===== src/hdl/sxlt_pkg.sv =====
// Types shared by the shared/exclusive unit lock table.
`default_nettype none
package sxlt_pkg;

  localparam int unsigned CfgCount = 8;
  localparam int unsigned CfgIdxW  = 3;
  localparam int unsigned CapW     = 16;
  localparam int unsigned UnitsW   = 16;
  localparam int unsigned SlotW    = 3;

  typedef enum logic [2:0] {
    ST_GRANTED  = 3'd0,
    ST_BUSY     = 3'd1,
    ST_ZERO     = 3'd2,
    ST_CONFLICT = 3'd3,
    ST_OVERFLOW = 3'd4
  } status_e;

  typedef enum logic {
    KIND_ACQUIRE = 1'b0,
    KIND_RELEASE = 1'b1
  } kind_e;

endpackage
`default_nettype wire


===== src/hdl/shared_exclusive_unit_lock_table.sv =====
// Shared/exclusive unit lock table with per-request claim aggregation.
//
// Channel | Direction | Handshake                 | Payload
// in      | input     | in_valid_i / in_stall_o   | kind, slot, exclusive, write_claim, units, last
// out     | output    | out_valid_o / out_stall_i | status
// cfg     | input     | cfg_we_i                  | cfg_idx_i, cfg_wdata_i
//
// Each word is processed in the cycle it is accepted; one word per cycle unless the input stalls.
// A result is written into the output register when the last acquire claim is accepted.
// The input stalls only while a result waits in the output register and the output is stalled.
// Reset clears all held, pending and capacity state at once; there is no clearing pass.
`default_nettype none
module shared_exclusive_unit_lock_table #(
  parameter int unsigned SLOT_COUNT = 8,
  parameter int unsigned UNIT_BITS  = 16
) (
  input  wire logic                          clk_i,
  input  wire logic                          rst_ni,
  input  wire logic                          in_valid_i,
  output logic                               in_stall_o,
  input  wire logic                          kind_i,
  input  wire logic [sxlt_pkg::SlotW-1:0]    slot_i,
  input  wire logic                          exclusive_i,
  input  wire logic                          write_claim_i,
  input  wire logic [sxlt_pkg::UnitsW-1:0]   units_i,
  input  wire logic                          last_i,
  output logic                               out_valid_o,
  input  wire logic                          out_stall_i,
  output logic [2:0]                         status_o,
  input  wire logic                          cfg_we_i,
  input  wire logic [sxlt_pkg::CfgIdxW-1:0]  cfg_idx_i,
  input  wire logic [sxlt_pkg::CapW-1:0]     cfg_wdata_i
);
  import sxlt_pkg::*;

  localparam int unsigned BaseW = (UNIT_BITS > CapW) ? UNIT_BITS : CapW;
  localparam int unsigned XW = BaseW + 1;
  localparam logic [XW-1:0] UnitMask = XW'({UNIT_BITS{1'b1}});

  logic [CapW-1:0]      cap_q     [SLOT_COUNT];
  logic [UNIT_BITS-1:0] held_q    [SLOT_COUNT];
  logic [UNIT_BITS-1:0] held_d    [SLOT_COUNT];
  logic [UNIT_BITS-1:0] pend_q    [SLOT_COUNT];
  logic [UNIT_BITS-1:0] pend_d    [SLOT_COUNT];
  logic [UNIT_BITS-1:0] pend_n    [SLOT_COUNT];
  logic [XW-1:0]        tot_x     [SLOT_COUNT];
  logic [XW-1:0]        cap_x     [SLOT_COUNT];
  logic [SLOT_COUNT-1:0] exh_q, exh_d;
  logic [SLOT_COUNT-1:0] seen_q, seen_d, seen_n;
  logic [SLOT_COUNT-1:0] pex_q, pex_d, pex_n;
  logic [SLOT_COUNT-1:0] hit, busy, mixed;
  status_e err_q, err_d, err_new, claim_err, fin_status;
  status_e status_q, status_d;
  logic out_valid_q, out_valid_d;

  logic          acc;
  logic          excl;
  logic          slot_ok;
  logic          claim_upd;
  logic          sel_seen;
  logic          sel_pex;
  logic [XW-1:0] sel_pend_x;
  logic [XW-1:0] units_x;
  logic [XW-1:0] sum_x;
  logic [XW-1:0] rel_x;

  assign in_stall_o  = out_valid_q & out_stall_i;
  assign acc         = in_valid_i & ~in_stall_o;
  assign out_valid_o = out_valid_q;
  assign status_o    = status_q;

  always_comb begin
    excl       = exclusive_i | write_claim_i;
    slot_ok    = {1'b0, slot_i} < 4'(SLOT_COUNT);
    units_x    = XW'(units_i);
    sel_seen   = 1'b0;
    sel_pex    = 1'b0;
    sel_pend_x = '0;
    for (int j = 0; j < SLOT_COUNT; j++) begin
      hit[j] = slot_ok && (slot_i == SlotW'(j));
      if (hit[j]) begin
        sel_seen   = seen_q[j];
        sel_pex    = pex_q[j];
        sel_pend_x = XW'(pend_q[j]);
      end
    end
    sum_x     = sel_pend_x + units_x;
    claim_err = ST_GRANTED;
    claim_upd = 1'b0;
    if (err_q == ST_GRANTED && slot_ok) begin
      if (units_i == '0) begin
        claim_err = ST_ZERO;
      end else if (sel_seen) begin
        if (sel_pex != excl || excl) begin
          claim_err = ST_CONFLICT;
        end else if (sum_x > UnitMask) begin
          claim_err = ST_OVERFLOW;
        end else begin
          claim_upd = 1'b1;
        end
      end else if (units_x > UnitMask) begin
        claim_err = ST_OVERFLOW;
      end else begin
        claim_upd = 1'b1;
      end
    end
    err_new = (err_q != ST_GRANTED) ? err_q : claim_err;

    for (int j = 0; j < SLOT_COUNT; j++) begin
      seen_n[j] = seen_q[j] | (claim_upd & hit[j]);
      pex_n[j]  = (claim_upd & hit[j]) ? excl : pex_q[j];
      pend_n[j] = (claim_upd & hit[j]) ? UNIT_BITS'(sum_x) : pend_q[j];
      tot_x[j]  = XW'(held_q[j]) + XW'(pend_n[j]);
      cap_x[j]  = (XW'(cap_q[j]) > UnitMask) ? UnitMask : XW'(cap_q[j]);
      if (pex_n[j]) begin
        busy[j] = seen_n[j] && (exh_q[j] || held_q[j] != '0);
      end else begin
        busy[j] = seen_n[j] && (exh_q[j] || tot_x[j] > cap_x[j]);
      end
      mixed[j] = exh_q[j] && held_q[j] != '0;
    end
    if (err_new != ST_GRANTED) begin
      fin_status = err_new;
    end else if (|busy) begin
      fin_status = ST_BUSY;
    end else begin
      fin_status = ST_GRANTED;
    end

    exh_d       = exh_q;
    seen_d      = seen_q;
    pex_d       = pex_q;
    err_d       = err_q;
    held_d      = held_q;
    pend_d      = pend_q;
    rel_x       = '0;
    status_d    = status_q;
    out_valid_d = out_valid_q & out_stall_i;

    if (acc) begin
      if (kind_i == KIND_RELEASE) begin
        for (int j = 0; j < SLOT_COUNT; j++) begin
          if (hit[j]) begin
            rel_x = XW'(held_q[j]) - units_x;
            if (excl) begin
              exh_d[j] = 1'b0;
            end else if (XW'(held_q[j]) >= units_x) begin
              held_d[j] = UNIT_BITS'(rel_x);
            end else begin
              held_d[j] = '0;
            end
          end
        end
      end else if (last_i) begin
        out_valid_d = 1'b1;
        status_d    = fin_status;
        if (fin_status == ST_GRANTED) begin
          for (int j = 0; j < SLOT_COUNT; j++) begin
            if (seen_n[j]) begin
              if (pex_n[j]) begin
                exh_d[j] = 1'b1;
              end else begin
                held_d[j] = UNIT_BITS'(tot_x[j]);
              end
            end
          end
        end
        seen_d = '0;
        pex_d  = '0;
        err_d  = ST_GRANTED;
        for (int j = 0; j < SLOT_COUNT; j++) begin
          pend_d[j] = '0;
        end
      end else begin
        seen_d = seen_n;
        pex_d  = pex_n;
        pend_d = pend_n;
        err_d  = err_new;
      end
    end
  end

  always_ff @(posedge clk_i or negedge rst_ni) begin
    if (!rst_ni) begin
      for (int j = 0; j < SLOT_COUNT; j++) begin
        cap_q[j]  <= '0;
        held_q[j] <= '0;
        pend_q[j] <= '0;
      end
      exh_q       <= '0;
      seen_q      <= '0;
      pex_q       <= '0;
      err_q       <= ST_GRANTED;
      status_q    <= ST_GRANTED;
      out_valid_q <= 1'b0;
    end else begin
      for (int j = 0; j < SLOT_COUNT; j++) begin
        if (cfg_we_i && cfg_idx_i == CfgIdxW'(j)) begin
          cap_q[j] <= cfg_wdata_i;
        end
      end
      held_q      <= held_d;
      pend_q      <= pend_d;
      exh_q       <= exh_d;
      seen_q      <= seen_d;
      pex_q       <= pex_d;
      err_q       <= err_d;
      status_q    <= status_d;
      out_valid_q <= out_valid_d;
    end
  end

  a_no_mixed_hold: assert property (@(posedge clk_i) disable iff (!rst_ni)
    mixed == '0)
    else $error("Slot holds exclusive and shared units at once.");

  a_result_source: assert property (@(posedge clk_i) disable iff (!rst_ni)
    $rose(out_valid_o) |-> $past(acc && kind_i == KIND_ACQUIRE && last_i))
    else $error("Result appeared without a last acquire claim.");

  a_request_cleared: assert property (@(posedge clk_i) disable iff (!rst_ni)
    (acc && kind_i == KIND_ACQUIRE && last_i) |=> (err_q == ST_GRANTED && seen_q == '0))
    else $error("Pending request not cleared after its last claim.");

  a_stall_needs_result: assert property (@(posedge clk_i) disable iff (!rst_ni)
    in_stall_o |-> out_valid_o)
    else $error("Input stalled with an empty result register.");

endmodule
`default_nettype wire

===== config.mk =====
export PLATFORM = sky130hd
export DESIGN_NAME = shared_exclusive_unit_lock_table
export DESIGN_NICKNAME = d
export VERILOG_FILES = /design/src/hdl/sxlt_pkg.sv /design/src/hdl/shared_exclusive_unit_lock_table.sv
export SDC_FILE = /design/constraint.sdc
export NUM_CORES = 2
export LEC_CHECK = 0
export BUFFER_PORTS_ARGS = -buffer_cell sky130_fd_sc_hd__buf_2
export CAP_MARGIN = 5
export CORE_UTILIZATION = 47
export DETAILED_ROUTE_END_ITERATION = 8
export PLACE_DENSITY = 0.65
export SETUP_SLACK_MARGIN = 0.02
export SLEW_MARGIN = 40
export SYNTH_ARGS = -nofsm -noshare
export SYNTH_HDL_FRONTEND = slang
export SYNTH_SLANG_ARGS = --single-unit

===== constraint.sdc =====
create_clock -name clk_i -period 10.85 [get_ports clk_i]
set_input_delay 1.6275 -clock clk_i [delete_from_list [all_inputs] [get_ports clk_i]]
set_output_delay 1.6275 -clock clk_i [all_outputs]
set_load 0.01 [all_outputs]

# --- After elaboration in Yosys (flattened, before gate mapping) ---
# Cells that the tools add are included.
word_totals:
  reg_bits: 415
  input_bits: 47
  out_inout_bits: 5
  elab_cells: 357
classes:
  addsub: 17
  n_lt_le_gt_ge: 17
  eq_ne: 33
  muxes: 139
  bitwise_logic: 21
  reduce_logical: 93
op_table:
  columns: ["operator", "count"]
  rows:
  - ["$mux 16", 52]
  - ["$mux 128", 4]
  - ["$add 16x16->17", 8]
  - ["$gt 17x16->1", 8]
  - ["$ge 16x16->1", 8]
  - ["$reduce_bool 16->1", 8]
  - ["$sub 16x16->16", 8]
  - ["$reduce_and 7->1", 16]
  - ["$mux 17", 4]
  - ["$mux 1", 66]
  - ["$mux 8", 5]
  - ["$reduce_bool 2->1", 18]
  - ["$eq 3x3->1 const B", 8]
  - ["$logic_and 1x1->1", 24]
  - ["$mux 3", 8]
  - ["$ne 2x1->1 const B", 9]
  - ["$ne 2x2->1 const B", 9]
  - ["$add 17x16->17", 1]
  - ["$gt 17x16->1 const B", 1]
  - ["$logic_or 1x1->1", 17]
  - ["$logic_not 16->1", 1]
  - ["$eq 3x2->1 const B", 4]
  - ["$logic_not 3->1", 4]
  - ["$and 1x1->1", 10]
  - ["8 further kinds", 19]

# --- Depth between registers and ports, before layout ---
logic_depth:
  word_depth: 30
  depth_mapped: 45
  depth_no_buf: 40

# --- Worst setup path after synthesis ---
# No wires, ideal clock.
synth_path:
  kind: "input to register"
  startpoint: "input slot_i[0] in the netlist's numbering"
  endpoint: "register held_q[69] in the netlist's numbering"
  setup_time_ns: 0.125
  t_arrival_ns: 10.581
  t_required_ns: 10.725
  setup_slack_ns: 0.144
  cell_stages: 40
  n_path_buf: 7
  cell_sequence: "clkbuf_1 buf_1 buf_1 mux4_2 nand2_1 nand2_1 ha_1 fa_1 nand3_1 a211oi_1 o21a_1 o31a_1 buf_6 or3_1 clkbuf_1 mux2i_1 inv_1 ha_1 (+4 left out) a31o_2 a2111o_1 a31oi_1 xnor2_1 ha_1 a2111oi_0 o21ai_0 nor2_1 a211oi_1 nor3_1 a211oi_1 a311oi_1 o2111ai_1 buf_2 nor4_1 o21ai_2 buf_6 mux2_4"
synth_via:
  elab_chain_cells: 29
  word_cells_on_any_way: 142
  classes_between: "add/sub (9); order compare (9); eq/ne (10); mux (66); bitwise (16); reduce/logical (32)"
synth_rtl:
  columns: ["element", "line_no", "rtl"]
  rows:
  - ["start, declared", "shared_exclusive_unit_lock_table.sv:22", "input wire logic [sxlt_pkg::SlotW-1:0] slot_i,"]
  - ["$logic_not 3->1", "shared_exclusive_unit_lock_table.sv:80", "hit[j] = slot_ok && (slot_i == SlotW'(j));"]
  - ["$mux 16 (4 in series)", "shared_exclusive_unit_lock_table.sv:81", "if (hit[j]) begin"]
  - ["$mux 17 (4 in series)", "shared_exclusive_unit_lock_table.sv:81", null]
  - ["$add 17x16->17", "shared_exclusive_unit_lock_table.sv:87", "sum_x = sel_pend_x + units_x;"]
  - ["$gt 17x16->1", "shared_exclusive_unit_lock_table.sv:96", "end else if (sum_x > UnitMask) begin"]
  - ["$mux 1", "shared_exclusive_unit_lock_table.sv:96", null]
  - ["$mux 1", "shared_exclusive_unit_lock_table.sv:94", "if (sel_pex != excl || excl) begin"]
  - ["$mux 1", "shared_exclusive_unit_lock_table.sv:93", "end else if (sel_seen) begin"]
  - ["(+7 left out)", null, null]
  - ["$logic_and 1x1->1", "shared_exclusive_unit_lock_table.sv:118", "busy[j] = seen_n[j] && (exh_q[j] || tot_x[j] > cap_x[j]);"]
  - ["$mux 1", "shared_exclusive_unit_lock_table.sv:115", "if (pex_n[j]) begin"]
  - ["$reduce_or 8->1", "shared_exclusive_unit_lock_table.sv:124", "end else if (|busy) begin"]
  - ["$mux 1", "shared_exclusive_unit_lock_table.sv:124", null]
  - ["$mux 3", "shared_exclusive_unit_lock_table.sv:122", "if (err_new != ST_GRANTED) begin"]
  - ["$logic_not 3->1", "shared_exclusive_unit_lock_table.sv:157", "if (fin_status == ST_GRANTED) begin"]
  - ["$reduce_bool 2->1 (no line)", null, null]
  - ["$reduce_and 7->1 (no line)", null, null]
  - ["end signal, assigned", "shared_exclusive_unit_lock_table.sv:202", "held_q <= held_d;"]
  - ["end, declared", "shared_exclusive_unit_lock_table.sv:41", "logic [UNIT_BITS-1:0] held_q [SLOT_COUNT];"]
# Parallel ways exist; a longest one is shown, timed or not. The select of a mux whose other input is x is not followed.
# A chain may end at the register's enable or synchronous reset.

# --- Final worst setup path ---
layout_path:
  startpoint: "input slot_i[0] in the netlist's numbering"
  endpoint: "register held_q[5] in the netlist's numbering"
# Same word-level chain as after synthesis.

==> qor.txt <==
CP max FO = 38
Clock Path Buffers = 3
Layout cells sized above 1 = 13.87%
CTS root buf = clkbuf_16
Via-to-Cell Ratio = 6.297
Largest cells by area after synthesis = dfrtp_1, ha_1, mux2_2, nand2_1, a22o_1
Starting Density = 47.64%
Hold Path Class = reg -> reg
Synth warn = 0
Routed WL per cell = 26.54 um
# clock sinks = 415
Most used flip-flop cell after synthesis = dfrtp_1
Synthesized area = 35530 um^2
Post-CTS setup buffers = 0
WP data arrival = 10820 ps
Antenna-violating nets left = 0
Height of the die = 276.9 um
Tmin final = 10320 ps
CTS Buf Count = 53
Clk pin slew, worst setup/hold paths = 60 ps
Antenna violations before repair = 9
Unique masters post-synth = 86
Status = completed
VDD IR max = 0.1354 mV
Final #Nets = 4513
Post-Route Skew = 29.00 ps
Async set or reset register ratio after synthesis = 100.0%
Maxcap violations = 0
Worst-margin pin slew = 932.9 ps
Final hold vios = 0
FF+latch count, synth = 415
H-tree levels = 2
Final total power = 7.994 mW
CTS tree = yes
Gr usage total = 34.65%
Number of DRC markers in iteration 0 = 3075
Final period util = 95.11%
Cell count after synthesis = 3938
Sequential share of the synthesized area = 29.23%
Top-area cell type share of the netlist area = 29.23%
Crit path required time = 11350 ps
Unrepaired setup endpoints after global routing = false
Routed vias = 31770
Rows = 100
Vias in the first global route = 30120
Setup-failing EPs final = 0
EDFF count, synth = 0
Final Wtd Congestion = 1.054
Slew HR = 37.24%
Syn_area_per_cell = 9.022 um^2
Worst-Skew Late Latency = 640 ps
Detailed Route WL = 133900 um
Die width = 276.9 um
GRT overflow = 0
Pleak = 19.63 nW
Critical path class = in -> reg
CP max-delay cell = a211oi_1
Final Max Slew Viols = 0
IO Pins = 52
Syn Nets = 4421
Final HPWL DP = 99240 um
Residual DRC = 0
Filler cell count = 6974
PD cells = 202.5 nW/um^2
First-pass detailed-route iteration total = 6
FMAX = 96.90 MHz
First-pass GRT wire length = 198800 um
Worst Setup End Kind = flip-flop
Hold_buf cts = 0
Final cell count without fillers = 5045
Post-synth top area cell = dfrtp_1
Core Area = 74570 um^2
Critical path startpoint category = primary input
Area grow syn2layout = 11.09%
Largest net degree at the start of global routing = 66
DP Cell Count = 4941
CP max stage delay = 560 ps
DIE AREA = 76700 um^2
Port Buffers = 51
## critical path: cells and delay by family
family | cells | cell delay [ps]
compound gates | 16 | 4380
xor+xnor | 1 | 310
fa+ha+maj | 3 | 950
buf+inv | 5 | 1080
mux | 3 | 1190
simple gates | 9 | 1220
## area by class of cell
cell class | count | area (um^2) | share of cell area (%)
antenna | 2 | 5.005 | 0.01268
clock buffer | 78 | 1583 | 4.010
clock inverter | 21 | 297.8 | 0.7545
inverter | 249 | 937.1 | 2.374
multi-input combinational | 3137 | 23720 | 60.09
sequential | 415 | 10390 | 26.31
tap | 969 | 1212 | 3.072
timing repair buffer | 174 | 1331 | 3.373
## metal layers
layer / up-vias / wire length (um) / track usage, %
li1: 14620 / - / -
met1: 15480 / 56310 / 45.99
met2: 1309 / 56910 / 52.04
met3: 358 / 11470 / 7.078
met4: 8 / 9148 / 20.66
met5: - / 52 / 0
## flip-flops by register name (all words and copies together), names as in the netlist
register and count:
pex_q 8, exh_q 8, out_valid_o 1, seen_q 8
held_q 128, cap_q 128, status_o 3, pend_q 128
err_q 3
## what timing repair did
action | in CTS | in global routing
endpoints found under the hold margin | 0 | 0
setup endpoints to repair | 0 | 117
gates resized for setup | 0 | 6
## power by group
group | leakage, nW | total (mW) | internal, mW | switching (mW)
clock network | 0.917 | 1.95 | 1.17 | 0.775
registers | 5.44 | 2.16 | 1.83 | 0.325
logic | 13.3 | 3.89 | 1.64 | 2.25
total | 19.6 | 7.99 | 4.64 | 3.35
## placed cells by master (no fill, tap or decap), types with 71 or more instances in the layout
master   Yosys  routed
nand3_1     72      71
nand2_1    514     514
mux2_2     173     173
o21ai_0    246     246
inv_1      247     246
nor2_1     201     199
dfrtp_1    415     415
a22o_1     151     151
ha_1       419     419
buf_4        2     111
a21oi_1    195     194
a21o_1      74      74
nor3_1      90      85
xor2_1      71      71
xnor2_1    142     141
## synth_stat cells (9+ instances only)
library cell,n
nor3_1,90
mux2_4,40
mux2i_1,37
nand2_1,514
a211oi_1,39
a22oi_1,11
o21ai_0,246
xnor2_1,142
a21oi_1,195
dfrtp_1,415
and2_1,14
nand4_1,57
o211ai_1,17
mux2_1,15
o31ai_1,20
clkbuf_1,113
a31oi_1,22
fa_1,17
a22o_1,151
nor2b_1,39
buf_6,9
mux4_2,30
inv_1,247
nand3_1,72
o21a_1,51
xor2_1,71
ha_1,419
o31a_1,11
nor4_1,57
o2111ai_1,9
o22ai_1,12
o2bb2ai_1,16
a211o_1,15
a2111oi_0,9
and3_1,23
mux2_2,173
or3_1,26
nor2_1,201
o21bai_1,25
or2_2,10
a21o_1,74
nand2b_1,39
## metrics by stage
step | hold slack [ps] | TNS, ps | util (%) | setup WS (ps) | cell area [um^2]
3_5_place_dp | 466.8 | -5152 | 50.27 | -289.7 | 37490
3_3_place_gp | 460.7 | -5691 | 50.19 | -297.0 | 37430
4_1_cts | 489.6 | 0 | 52.79 | 329.2 | 39370
5_1_grt | 512.7 | 0 | 52.92 | 25.28 | 39470
6_report | 492.6 | 0 | 52.93 | 530.1 | 39470
2_1_floorplan | 460.4 | 0 | - | 143.9 | 35530
## final timing paths
kind / depth (start not counted) / slack [ps] / endpoint / start
setup / recovery: 37 / 530 / held_q[5] / slot_i[0]
hold / removal: 2 / 490 / status_o[2] / status_o[2]
setup reg to reg: 36 / 1550 / held_q[5] / pend_q[112]
hold reg to reg: 2 / 490 / status_o[2] / status_o[2]
max in group asynchronous: 4 / 7930 / cap_q[20] / rst_ni
min in group asynchronous: 1 / 920 / cap_q[74] / rst_ni
## kinds of logic after synthesis
group	count (synthesis)	share of synthesized area, %
adders and majority gates	436	15.71
and+or+nand+nor	1174	15.30
muxes	295	10.59
buffers and inverters	386	4.314
xor gates and xnor gates	213	5.251
DFF	415	29.23
AOI/OAI and AO/OA	1019	19.60
No activity file was read; power rests on OpenSTA's default activity.
